<file path="src/rtl/core/clc_pkg.sv">
package clc_pkg;

  localparam int NUM_ENTRIES = 7;
  localparam int IDX_W       = (NUM_ENTRIES > 1) ? $clog2(NUM_ENTRIES) : 1;
  localparam int LEVEL_W     = 8;
  localparam int CNT_W       = 10;
  localparam int SYM_W       = 4;
  localparam int CFG_IDX_W   = 2;
  localparam int CFG_DATA_W  = 10;
  localparam int PROD_W      = 2 * LEVEL_W;
  localparam int TOL_SHIFT   = 11;
  localparam int TOL_W       = PROD_W - TOL_SHIFT;

  // Multiplying by 205 and dropping 11 bits gives an exact floor of one tenth over 8 bits.
  localparam logic [LEVEL_W-1:0] TOL_MUL = 8'd205;

  localparam logic [CNT_W-1:0] CNT_MAX = '1;

  localparam logic [CFG_IDX_W-1:0] CFG_MIN_LEVEL    = 2'd0;
  localparam logic [CFG_IDX_W-1:0] CFG_LONG_PRESS   = 2'd1;
  localparam logic [CFG_IDX_W-1:0] CFG_ENTRY_WINDOW = 2'd2;

  localparam logic [LEVEL_W-1:0] MIN_LEVEL_RST    = 8'd10;
  localparam logic [CNT_W-1:0]   LONG_PRESS_RST   = 10'd200;
  localparam logic [CNT_W-1:0]   ENTRY_WINDOW_RST = 10'd200;

  localparam logic [SYM_W-1:0] SYM_DASH    = 4'd7;
  localparam logic [SYM_W-1:0] SYM_UNKNOWN = 4'd8;
  localparam logic [SYM_W-1:0] SYM_BLANK   = 4'd9;

  typedef logic [LEVEL_W-1:0] level_t;
  typedef level_t [NUM_ENTRIES-1:0] row_t;
  typedef logic [IDX_W-1:0] idx_t;

  typedef enum logic [2:0] {
    MODE_WINDOW = 3'b001,
    MODE_RUN    = 3'b010,
    MODE_CAL    = 3'b100
  } mode_t;

  typedef struct packed {
    logic classify;
    logic done;
    logic dash;
    logic write_en;
    logic sel_none;
    idx_t sel;
  } op_t;

  function automatic idx_t next_sel(input logic none, input idx_t cur);
    idx_t res;
    res = IDX_W'(1);
    if (none) begin
      res = IDX_W'(1);
    end else if (cur == IDX_W'(1)) begin
      res = IDX_W'(0);
    end else if (cur == IDX_W'(0)) begin
      if (NUM_ENTRIES > 2) begin
        res = IDX_W'(2);
      end
    end else if (({1'b0, cur} + (IDX_W+1)'(1)) < (IDX_W+1)'(NUM_ENTRIES)) begin
      res = cur + IDX_W'(1);
    end
    return res;
  endfunction

endpackage

</file>
<file path="src/rtl/core/clc_table.sv">
module clc_table (
  input  logic            clk,
  input  logic            rst,
  input  logic            rd_en,
  input  logic            wr_en,
  input  clc_pkg::idx_t   wr_idx,
  input  clc_pkg::level_t wr_val,
  output clc_pkg::row_t   row
);
  import clc_pkg::*;

  row_t mem [1];
  row_t rdata;
  row_t wr_row;
  row_t fwd_row;
  logic fwd_valid;
  logic written;
  logic rd_written;

  // The row written at the same edge as the read is not yet in rdata, so it is forwarded.
  always_comb begin
    if (fwd_valid) begin
      row = fwd_row;
    end else if (rd_written) begin
      row = rdata;
    end else begin
      row = '0;
    end
  end

  always_comb begin
    wr_row = row;
    for (int i = 0; i < NUM_ENTRIES; i++) begin
      if (wr_idx == IDX_W'(i)) begin
        wr_row[i] = wr_val;
      end
    end
  end

  always_ff @(posedge clk) begin
    if (wr_en) begin
      mem[0] <= wr_row;
    end
    if (rd_en) begin
      rdata   <= mem[0];
      fwd_row <= wr_row;
    end
  end

  always_ff @(posedge clk) begin
    if (rst) begin
      written    <= 1'b0;
      rd_written <= 1'b0;
      fwd_valid  <= 1'b0;
    end else begin
      if (wr_en) begin
        written <= 1'b1;
      end
      if (rd_en) begin
        rd_written <= written;
        fwd_valid  <= wr_en;
      end
    end
  end

endmodule

</file>
<file path="src/rtl/core/clc_ctrl.sv">
module clc_ctrl (
  input  logic                            clk,
  input  logic                            rst,
  input  logic                            cfg_we,
  input  logic [clc_pkg::CFG_IDX_W-1:0]   cfg_index,
  input  logic [clc_pkg::CFG_DATA_W-1:0]  cfg_data,
  input  logic                            accept,
  input  logic                            cmd,
  input  clc_pkg::level_t                 sample,
  input  logic                            button_level,
  output clc_pkg::op_t                    op
);
  import clc_pkg::*;

  level_t           min_level;
  logic [CNT_W-1:0] long_press;
  logic [CNT_W-1:0] entry_window;

  mode_t            mode, mode_next;
  logic [CNT_W-1:0] window_count, window_count_next;
  logic [CNT_W-1:0] press_count, press_count_next;
  logic             press_active, press_active_next;
  logic             sel_none, sel_none_next;
  idx_t             sel, sel_next;

  always_comb begin
    mode_next         = mode;
    window_count_next = window_count;
    press_count_next  = press_count;
    press_active_next = press_active;
    sel_none_next     = sel_none;
    sel_next          = sel;
    op                = '0;

    if (cmd) begin
      mode_next         = MODE_CAL;
      sel_none_next     = 1'b0;
      sel_next          = IDX_W'(1);
      press_active_next = 1'b0;
      press_count_next  = '0;
    end

    if (mode_next == MODE_WINDOW) begin
      if (window_count >= entry_window) begin
        mode_next = MODE_RUN;
      end else if (button_level) begin
        mode_next         = MODE_CAL;
        sel_none_next     = 1'b1;
        press_active_next = 1'b0;
        press_count_next  = '0;
      end else begin
        window_count_next = window_count + CNT_W'(1);
      end
    end

    op.dash     = (sample <= min_level);
    op.classify = 1'b1;

    if (mode_next == MODE_CAL) begin
      op.classify = 1'b0;
      if (button_level) begin
        if (!press_active_next) begin
          press_active_next = 1'b1;
          press_count_next  = '0;
        end
        if (press_count_next != CNT_MAX) begin
          press_count_next = press_count_next + CNT_W'(1);
        end
        if (press_count_next >= long_press) begin
          mode_next         = MODE_RUN;
          press_active_next = 1'b0;
          press_count_next  = '0;
          op.classify       = 1'b1;
          op.done           = 1'b1;
        end
      end else if (press_active_next) begin
        sel_next          = next_sel(sel_none_next, sel_next);
        sel_none_next     = 1'b0;
        press_active_next = 1'b0;
      end
      op.write_en = !op.done && !sel_none_next;
    end

    op.sel      = sel_next;
    op.sel_none = sel_none_next;
  end

  always_ff @(posedge clk) begin
    if (rst) begin
      mode         <= MODE_WINDOW;
      window_count <= '0;
      press_count  <= '0;
      press_active <= 1'b0;
      sel_none     <= 1'b1;
      sel          <= '0;
    end else if (accept) begin
      mode         <= mode_next;
      window_count <= window_count_next;
      press_count  <= press_count_next;
      press_active <= press_active_next;
      sel_none     <= sel_none_next;
      sel          <= sel_next;
    end
  end

  always_ff @(posedge clk) begin
    if (rst) begin
      min_level    <= MIN_LEVEL_RST;
      long_press   <= LONG_PRESS_RST;
      entry_window <= ENTRY_WINDOW_RST;
    end else if (cfg_we) begin
      unique case (cfg_index)
        CFG_MIN_LEVEL:    min_level    <= cfg_data[LEVEL_W-1:0];
        CFG_LONG_PRESS:   long_press   <= cfg_data[CNT_W-1:0];
        CFG_ENTRY_WINDOW: entry_window <= cfg_data[CNT_W-1:0];
        default: begin
        end
      endcase
    end
  end

endmodule

</file>
<file path="src/rtl/core/clc_classify.sv">
module clc_classify (
  input  clc_pkg::row_t               row,
  input  clc_pkg::level_t             lo,
  input  logic [clc_pkg::LEVEL_W:0]   hi,
  input  logic                        dash,
  output logic [clc_pkg::SYM_W-1:0]   symbol
);
  import clc_pkg::*;

  logic             hit;
  logic [SYM_W-1:0] hit_sym;

  // Ascending scan so the highest matching entry wins.
  always_comb begin
    hit     = 1'b0;
    hit_sym = '0;
    for (int i = 0; i < NUM_ENTRIES; i++) begin
      if ((row[i] > lo) && ({1'b0, row[i]} < hi)) begin
        hit     = 1'b1;
        hit_sym = SYM_W'(i);
      end
    end
  end

  always_comb begin
    priority if (dash) begin
      symbol = SYM_DASH;
    end else if (hit) begin
      symbol = hit_sym;
    end else begin
      symbol = SYM_UNKNOWN;
    end
  end

endmodule

</file>
<file path="src/rtl/core/calibrated_level_classifier.sv">
// Calibrated level classifier: maps each sensor sample to a display symbol.
// Input channel: in_valid, in_stall and the fields cmd, sample and button_level.
// A transfer takes place at a rising edge with in_valid high and in_stall low.
// Output channel: out_valid, out_stall and the fields symbol, calibrating and
// calibration_done; every input transfer yields exactly one output transfer.
// Configuration: cfg_we, cfg_index and cfg_data write min_level (0),
// long_press_ticks (1) and entry_window_ticks (2); other indexes are ignored.
// Each item is registered in stage s1 at its input transfer and loaded into the
// output register when s1 advances. Throughput: one item per cycle while no
// out_stall holds the output. The calibration table is one memory row that is
// read at the input transfer and written back as the item moves on; the row
// written at the edge of a read is forwarded, so items can follow back to back.
// When out_stall holds the output register, the stage behind it keeps its item
// and in_stall rises once both are full; no result is lost or repeated.
// Reset (rst, synchronous) returns to the start-up window with nothing selected,
// loads the register defaults and makes the table read as all zeros.
module calibrated_level_classifier (
  input  logic                            clk,
  input  logic                            rst,
  input  logic                            cfg_we,
  input  logic [clc_pkg::CFG_IDX_W-1:0]   cfg_index,
  input  logic [clc_pkg::CFG_DATA_W-1:0]  cfg_data,
  input  logic                            in_valid,
  output logic                            in_stall,
  input  logic                            cmd,
  input  logic [clc_pkg::LEVEL_W-1:0]     sample,
  input  logic                            button_level,
  output logic                            out_valid,
  input  logic                            out_stall,
  output logic [clc_pkg::SYM_W-1:0]       symbol,
  output logic                            calibrating,
  output logic                            calibration_done
);
  import clc_pkg::*;

  logic              accept;
  logic              out_free;
  logic              s1_adv;
  op_t               op;
  logic [PROD_W-1:0] tol_prod;
  logic [TOL_W-1:0]  tol;
  level_t            lo;
  logic [LEVEL_W:0]  hi;

  logic              s1_valid;
  op_t               s1_op;
  level_t            s1_sample;
  level_t            s1_lo;
  logic [LEVEL_W:0]  s1_hi;

  row_t              row;
  logic              wr_en;
  logic [SYM_W-1:0]  class_sym;
  logic [SYM_W-1:0]  symbol_next;

  assign out_free = !out_valid || !out_stall;
  assign s1_adv   = s1_valid && out_free;
  assign in_stall = s1_valid && !out_free;
  assign accept   = in_valid && !in_stall;
  assign wr_en    = s1_adv && s1_op.write_en;

  assign tol_prod = PROD_W'(sample) * PROD_W'(TOL_MUL);
  assign tol      = tol_prod[PROD_W-1:TOL_SHIFT];
  assign lo       = sample - LEVEL_W'(tol);
  assign hi       = (LEVEL_W+1)'(sample) + (LEVEL_W+1)'(tol);

  clc_ctrl u_ctrl (
    .clk          (clk),
    .rst          (rst),
    .cfg_we       (cfg_we),
    .cfg_index    (cfg_index),
    .cfg_data     (cfg_data),
    .accept       (accept),
    .cmd          (cmd),
    .sample       (sample),
    .button_level (button_level),
    .op           (op)
  );

  clc_table u_table (
    .clk    (clk),
    .rst    (rst),
    .rd_en  (accept),
    .wr_en  (wr_en),
    .wr_idx (s1_op.sel),
    .wr_val (s1_sample),
    .row    (row)
  );

  clc_classify u_classify (
    .row    (row),
    .lo     (s1_lo),
    .hi     (s1_hi),
    .dash   (s1_op.dash),
    .symbol (class_sym)
  );

  always_comb begin
    priority if (s1_op.classify) begin
      symbol_next = class_sym;
    end else if (s1_op.sel_none) begin
      symbol_next = SYM_BLANK;
    end else begin
      symbol_next = SYM_W'(s1_op.sel);
    end
  end

  always_ff @(posedge clk) begin
    if (rst) begin
      s1_valid <= 1'b0;
    end else if (accept) begin
      s1_valid <= 1'b1;
    end else if (s1_adv) begin
      s1_valid <= 1'b0;
    end
  end

  always_ff @(posedge clk) begin
    if (accept) begin
      s1_op     <= op;
      s1_sample <= sample;
      s1_lo     <= lo;
      s1_hi     <= hi;
    end
  end

  always_ff @(posedge clk) begin
    if (rst) begin
      out_valid <= 1'b0;
    end else if (s1_adv) begin
      out_valid <= 1'b1;
    end else if (!out_stall) begin
      out_valid <= 1'b0;
    end
  end

  always_ff @(posedge clk) begin
    if (s1_adv) begin
      symbol           <= symbol_next;
      calibrating      <= !s1_op.classify;
      calibration_done <= s1_op.done;
    end
  end

  a_done_ends_cal: assert property (@(posedge clk) disable iff (rst)
    out_valid && calibration_done |-> !calibrating)
    else $error("calibration_done shown together with calibrating");

  a_stall_only_full: assert property (@(posedge clk) disable iff (rst)
    in_stall |-> s1_valid && out_valid && out_stall)
    else $error("input stalled while the pipeline has room");

  a_write_is_cal: assert property (@(posedge clk) disable iff (rst)
    wr_en |=> out_valid && calibrating)
    else $error("table written by an item that is not a calibration item");

endmodule
</file>
<file path="config.mk">
export PLATFORM = sky130hd
export DESIGN_NAME = calibrated_level_classifier
export DESIGN_NICKNAME = d
export VERILOG_FILES = /design/src/rtl/core/clc_pkg.sv /design/src/rtl/core/clc_table.sv /design/src/rtl/core/clc_ctrl.sv /design/src/rtl/core/clc_classify.sv /design/src/rtl/core/calibrated_level_classifier.sv
export SDC_FILE = /design/constraint.sdc
export NUM_CORES = 1
export LEC_CHECK = 0
export BUFFER_PORTS_ARGS = -buffer_cell sky130_fd_sc_hd__buf_2
export CORE_ASPECT_RATIO = 0.5
export CORE_MARGIN = 3
export CORE_UTILIZATION = 55
export CTS_CLUSTER_SIZE = 8
export DETAILED_ROUTE_END_ITERATION = 8
export GPL_TIMING_DRIVEN = 0
export PLACE_DENSITY = 0.73
export SKIP_LAST_GASP = 1
export SYNTH_ARGS = -nofsm -noshare
export SYNTH_HDL_FRONTEND = slang
export SYNTH_SLANG_ARGS = --single-unit
</file>
<file path="constraint.sdc">
create_clock -name clk -period 12.1 [get_ports clk]
set_clock_uncertainty 0.05 [all_clocks]
set_input_delay 1.815 -clock clk [delete_from_list [all_inputs] [get_ports clk]]
set_output_delay 1.815 -clock clk [all_outputs]
set_load 0.005 [all_outputs]
</file>
==> qor.yml, run 1 <==
status:
  outcome: "complete, no violations"
final_layout:
  n_antenna_cell: 0
  layout.nets: 1564
  multi_input_area_um2: 6979
  n_fill_cell: 1954
  final_common_cell: "edfxtp_1"
  final_cell_mix: "edfxtp_1, ha_1, inv_1"
  register_area_um2: 7407
  drive_above_1_share: 0.1060
  area_growth_pct: 11.59
grt:
  grt_max_degree: 60
  antenna_found_initial: 0
  grt_pass1_wl_um: 53910
  grt_pass1_vias: 10410
  grt-ovfl-total: 0
  track_usage: 0.2388
timing:
  hold_viol_final: 0
  tightest_slew_ps: 936.8
  fin_setup_tns_ps: 0
  finalMaxSlewViolations: 0
  relSlewSlack: 0.3754
  finalSetupViolCount: 0
  layout_min_cycle_time_ps: 6598
  rsz0062_at_grt: "no"
  timing.hold.ws_ps: 353.2
  period_share: 0.5453
  max_freq_mhz: 151.6
placement:
  gp_congestion: 0.8928
  portBuffers: 33
  dp_hpwl_um: 23820
detailed_routing:
  drtAntennaViolNets: 0
  first_pass_iters: 7
  drc_errors: 0
  wirelength_um: 34400
  drt_iter0_drc: 854
  vias: 10280
  routedWlPerCell_um: 20.43
  vias_per_cell: 6.105
worst_setup_path:
  crit_chain: "buf_2 > inv_1 > ha_1 > inv_1 > fa_1 > fa_1 > inv_1 > fa_1 > ha_1 > nor3_1 > nor2_1 > a31oi_1 > o21bai_1 > xor2_1 > inv_1 > ha_1 > o21bai_1 > a21oi_1 > o21bai_1 > a21oi_1 > o21ai_0 > xnor2_1"
  critPathRequiredTime_ps: 12330
  critPathSlowestCell: "fa_1"
  crit_path_frequent_cell: "inv_1"
  path_buf_inv: 5
  cpLargestDelayFamily: "adder cells"
  critPathMaxStageDelay_ps: 550
  arrival_ps: 6820
  crit_type: "in2reg"
  path_max_fanout: 9
  endpoint_kind: "flip-flop"
  cp-start-kind: "input pin"
clock_tree:
  clk_pin_slew_worst_paths_ps: 60
  ctsRootBufferMaster: "clkbuf_16"
  clockBufferDepth: 3
  cts.sinks: 267
  cts_tree: "built"
  cts_setup_buffers: 0
  numCtsBuffers: 39
  cts.repair.resized: 0
  holdBufCountCts: 0
  h-tree-depth: 2
  clk_latency_ps: 530
pwr:
  cellPowerDensity_nw_per_um2: 161.6
  worst_ir_drop_vdd_mv: 0.08265
  total_leakage_power_nw: 6.962
synthesis:
  syn_area_per_cell_um2: 11.90
  syn_inst: 1252
  synth_xor_area_frac: 0.02057
  syn-num-nets: 1488
  synth-simple-area-share: 0.09673
  synthMuxAreaShare: 0.04140
  synth_compound_gate_area_share: 0.1273
  synth-seq-cells: 267
  synthesis.area_um2: 14900
  synth_top_family_by_area: "adder cells"
  synth_cell_types: 68
  synth-edff-count: 206
  synthArstFlopShare: 0
  synthFlopType: "edfxtp_1"
  ys_seq_area_frac: 0.4971
  yosysWarnings: 0
  synthAdderAreaFrac: 0.1820
floorplan:
  die_height_um: 122.4
  core_region_area_um2: 25910
  ios: 35
  die_w_um: 238.8
  start_util: 0.5752
  die_area_um2: 29220
  num_rows: 41
run:
  max_cap_viol_count: 0
hold_path:
  hold_class: "reg2reg"
## state kept, by name, indices dropped and copies added, names as in the netlist, 4 cells and up
signal,count
s1_hi,8
u_ctrl.long_press,10
s1_sample,8
u_table.mem,56
u_table.rdata,56
symbol,4
u_ctrl.entry_window,10
s1_op,8
u_table.fwd_row,56
u_ctrl.window_count,10
s1_lo,8
u_ctrl.press_count,10
u_ctrl.min_level,8
## layout make-up
| cell class | count | share of cell area |
|---|---|---|
| multi-input combinational | 849 | 0.4197 |
| inverter | 103 | 0.02325 |
| sequential | 267 | 0.4455 |
| buffer | 33 | 0.008202 |
| timing repair buffer | 35 | 0.01279 |
| clock buffer | 52 | 0.06419 |
| clock inverter | 1 | 0.0004515 |
| tap | 344 | 0.02589 |
## per-layer routing
layer  vias up  GRT usage  part of all wire
met1      4972     0.3063              0.44
met4         0     0.1105             0.041
met2       357     0.3973              0.46
li1       4846          -                 -
met3       106    0.04648             0.063
met5         -          0                 0
## power by group
group	total [mW]	switching [mW]	internal [mW]
clock network	0.970	0.367	0.603
registers	1.11	0.0363	1.07
logic	0.611	0.377	0.234
## cells by family after synthesis
family                   count (synthesis)
XOR/XNOR                                35
multiplexers                            55
AO/OA/AOI/OAI                          272
flip-flops                             267
adder cells (fa/ha/maj)                209
buffers and inverters                  136
AND/OR/NAND/NOR                        278
## cell usage after synthesis (4+ instances only)
library cell  number  area, µm²
a21oi_1           78      390.4
edfxtp_1         206       6186
o31a_1             4      35.03
o21ai_0           22      110.1
ha_1             196       2452
a211o_1           10      87.58
nand3b_1          11      82.58
a21o_1            12      90.09
nand4_1           27      168.9
a22o_1            49      429.2
mux2i_1            5      50.05
nand2_1           56      210.2
inv_1            102      382.9
a22oi_1           17      127.6
xnor2_1           17      148.9
o31ai_1            4      30.03
nor3_1            11      55.05
xor2_1            18      157.7
nand3_1           17      85.08
dfxtp_1           61       1221
o211ai_1           8      60.06
o21a_1            10      75.07
nand2b_1          13      81.33
clkbuf_1          27      101.4
a31oi_1            8      50.05
o211a_1            5      50.05
o21bai_1           6      45.04
a211oi_1          14      105.1
and3_1            13      81.33
nor2_1            87      326.6
fa_1              13      260.3
mux2_2            49      551.8
nor2b_1           19      118.9
## through the flow
step	std cells	util	power, mW	worst slack, ps	instance area (µm²)
2_1_floorplan	1252	-	1.531	4878	14900
3_3_place_gp	1629	0.5982	1.684	2966	15500
3_5_place_dp	1631	0.6003	1.723	5007	15550
4_1_cts	1684	0.6418	2.699	5532	16630
5_1_grt	1684	0.6418	2.821	5194	16630
6_report	1684	0.6418	2.687	5502	16630
## path summary, 6_finish.rpt
check | startpoint | end | slack [ps] | cells after the start
worst max register to register | u_ctrl.window_count[7] | u_ctrl.press_count[1] | 6830 | 20
worst max-delay path | sample[5] | s1_lo[7] | 5500 | 22
worst min register to register | u_table.mem[0][8] | u_table.rdata[8] | 350 | 0
worst min-delay path | u_table.mem[0][8] | u_table.rdata[8] | 350 | 0
(Power assumes the default switching activity.)
==> run 2, diff against run 1 <==
--- a/config.mk
+++ b/config.mk
@@ -12,7 +12,7 @@
 export CTS_CLUSTER_SIZE = 8
 export DETAILED_ROUTE_END_ITERATION = 8
 export GPL_TIMING_DRIVEN = 0
-export PLACE_DENSITY = 0.73
+export PLACE_DENSITY = 0.76
 export SKIP_LAST_GASP = 1
 export SYNTH_ARGS = -nofsm -noshare
 export SYNTH_HDL_FRONTEND = slang
==> constraint.sdc (replaced) <==
create_clock -name clk -period 5.6 [get_ports clk]
set_clock_uncertainty 0.05 [all_clocks]
set_input_delay 0.84 -clock clk [delete_from_list [all_inputs] [get_ports clk]]
set_output_delay 0.84 -clock clk [all_outputs]
set_load 0.005 [all_outputs]
==> qor.yml, run 2 (synthesis gave the netlist of run 1 again) <==
worst_setup_path:
  crit_chain: "clkbuf_4 > inv_1 > ha_1 > inv_1 > fa_1 > fa_1 > inv_1 > fa_1 > ha_1 > nor3_1 > nor2_1 > a31oi_2 > o21bai_1 > xor2_2 > inv_1 > fa_1 > a21oi_1 > nor2_1 > nor2_1 > o21ai_1 > xnor2_1"
  cp-start-kind: "input pin"
  critPathRequiredTime_ps: 5810  # -6520 ps
  crit_type: "in2reg"
  path_buf_inv: 5  # unchanged
  critPathMaxStageDelay_ps: 540  # about the same
  endpoint_kind: "flip-flop"
  path_max_fanout: 9  # unchanged
  arrival_ps: 5520  # -1300 ps
  critPathSlowestCell: "fa_1"
  cpLargestDelayFamily: "adder cells"
grt:
  track_usage: 0.2395  # +0.0006910
  gr-usage-met2: 0.4081  # +0.01081
  grt_max_degree: 112  # +87%
  use_met3: 0.05299  # +0.006511
  antenna_found_initial: 0  # unchanged
  grt-ovfl-total: 0  # unchanged
  use_met1: 0.2994  # -0.006883
  grt_pass1_vias: 10720  # +3.0%
  grt_busiest_layer: "met2"
  grt_pass1_wl_um: 54800  # +1.7%
detailed_routing:
  drc_errors: 0  # unchanged
  drtAntennaViolNets: 0  # unchanged
  routedWlPerCell_um: 20.45  # about the same
  drt_iter0_drc: 738  # -14%
  first_pass_iters: 5  # -2
  vias_per_cell: 6.209  # +1.7%
  vias: 10440  # +1.6%
  wirelength_um: 34390  # about the same
clock_tree:
  cts.repair.resized: 0  # unchanged
  h-tree-depth: 2  # unchanged
  holdBufCountCts: 0  # unchanged
  numCtsBuffers: 39  # unchanged
  clk_latency_ps: 520  # about the same
  cts_setup_buffers: 0  # unchanged
  cts_tree: "built"
  cts.sinks: 267  # unchanged
  clockBufferDepth: 3  # unchanged
  ctsRootBufferMaster: "clkbuf_16"
  clk_pin_slew_worst_paths_ps: 50  # about the same
final_layout:
  finalNonFillerCells: 1682  # -0.12%
  area_growth_pct: 11.66  # about the same
  final_common_cell: "edfxtp_1"
  final_cell_mix: "edfxtp_1, ha_1, inv_1"
  reg_top3: "u_table.fwd_row (56), u_table.mem (56), u_table.rdata (56)"
  layout.nets: 1563  # -0.064%
  fin_area_um2: 16640  # about the same
  n_antenna_cell: 0  # unchanged
  drive_above_1_share: 0.1091  # +0.003148
  utilization: 0.6423  # about the same
timing:
  finalSetupViolCount: 0  # unchanged
  finalMaxSlewViolations: 0  # unchanged
  hold_viol_final: 0  # unchanged
  period_share: 0.9487
  fin_setup_tns_ps: 0  # unchanged
  max_freq_mhz: 188.2
  rsz0062_at_grt: "no"
  tightest_slew_ps: 950.1  # +13.22 ps
  timing.hold.ws_ps: 355.0  # +1.890 ps
  layout_min_cycle_time_ps: 5313
  relSlewSlack: 0.3666  # -0.008814
floorplan:
  core_region_area_um2: 25910  # unchanged
  die_height_um: 122.4  # unchanged
  die_w_um: 238.8  # unchanged
  start_util: 0.5752  # unchanged
  num_rows: 41  # unchanged
  die_area_um2: 29220  # unchanged
  ios: 35  # unchanged
pwr:
  total_leakage_power_nw: 6.963  # about the same
  worst_ir_drop_vdd_mv: 0.2086  # +150%
  cellPowerDensity_nw_per_um2: 349.4  # +120%
hold_path:
  hold_class: "reg2reg"
status:
  outcome: "complete, no violations"
placement:
  gp_congestion: 0.8858  # -0.78%
  placedCellCount: 1630  # -0.061%
  dp_hpwl_um: 23290  # -2.2%
  placedInstanceArea_um2: 15540  # about the same
  portBuffers: 33  # unchanged
run:
  max_cap_viol_count: 0  # unchanged
==> run 2: routing by layer <==
layer	part of all wire	vias to the layer above
met5	0	-
met1	0.41	5075
li1	-	4844
met3	0.075	112
met4	0.038	0
met2	0.47	412
==> run 2: area by class of cell <==
class,instances,area (µm²)
Clock inverter,1,6.256
Timing Repair Buffer,34,197.7
Fill cell,1897,9268
Tap cell,344,430.4
Multi-Input combinational cell,849,7004
Clock buffer,51,1064
Inverter,103,386.6
Sequential cell,267,7407
Buffer,33,142.6
==> run 2: final timing paths <==
kind	startpoint	slack (ps)	cells past startpoint	endpoint
hold reg to reg	u_table.mem[0][48]	360	0	u_table.rdata[48]
hold / removal	u_table.mem[0][48]	360	0	u_table.rdata[48]
setup reg to reg	u_ctrl.window_count[3]	400	20	u_ctrl.press_count[7]
setup / recovery	sample[5]	290	21	s1_lo[6]
==> run 2: where the power goes <==
part	switching (mW)	total [mW]	internal (mW)	leakage, nW
logic	0.814	1.32	0.506	3.93
registers	0.0779	2.39	2.31	2.52
clock network	0.803	2.11	1.30	0.522
==> run 2: per-stage QoR <==
stage / total power [mW] / setup WS (ps)
after floorplan: 3.302 / 344.8
after global placement: 3.628 / -353.1
after detailed placement: 3.698 / -488.1
after CTS: 5.808 / 28.20
after global routing: 6.115 / 6.010
final: 5.814 / 287.4
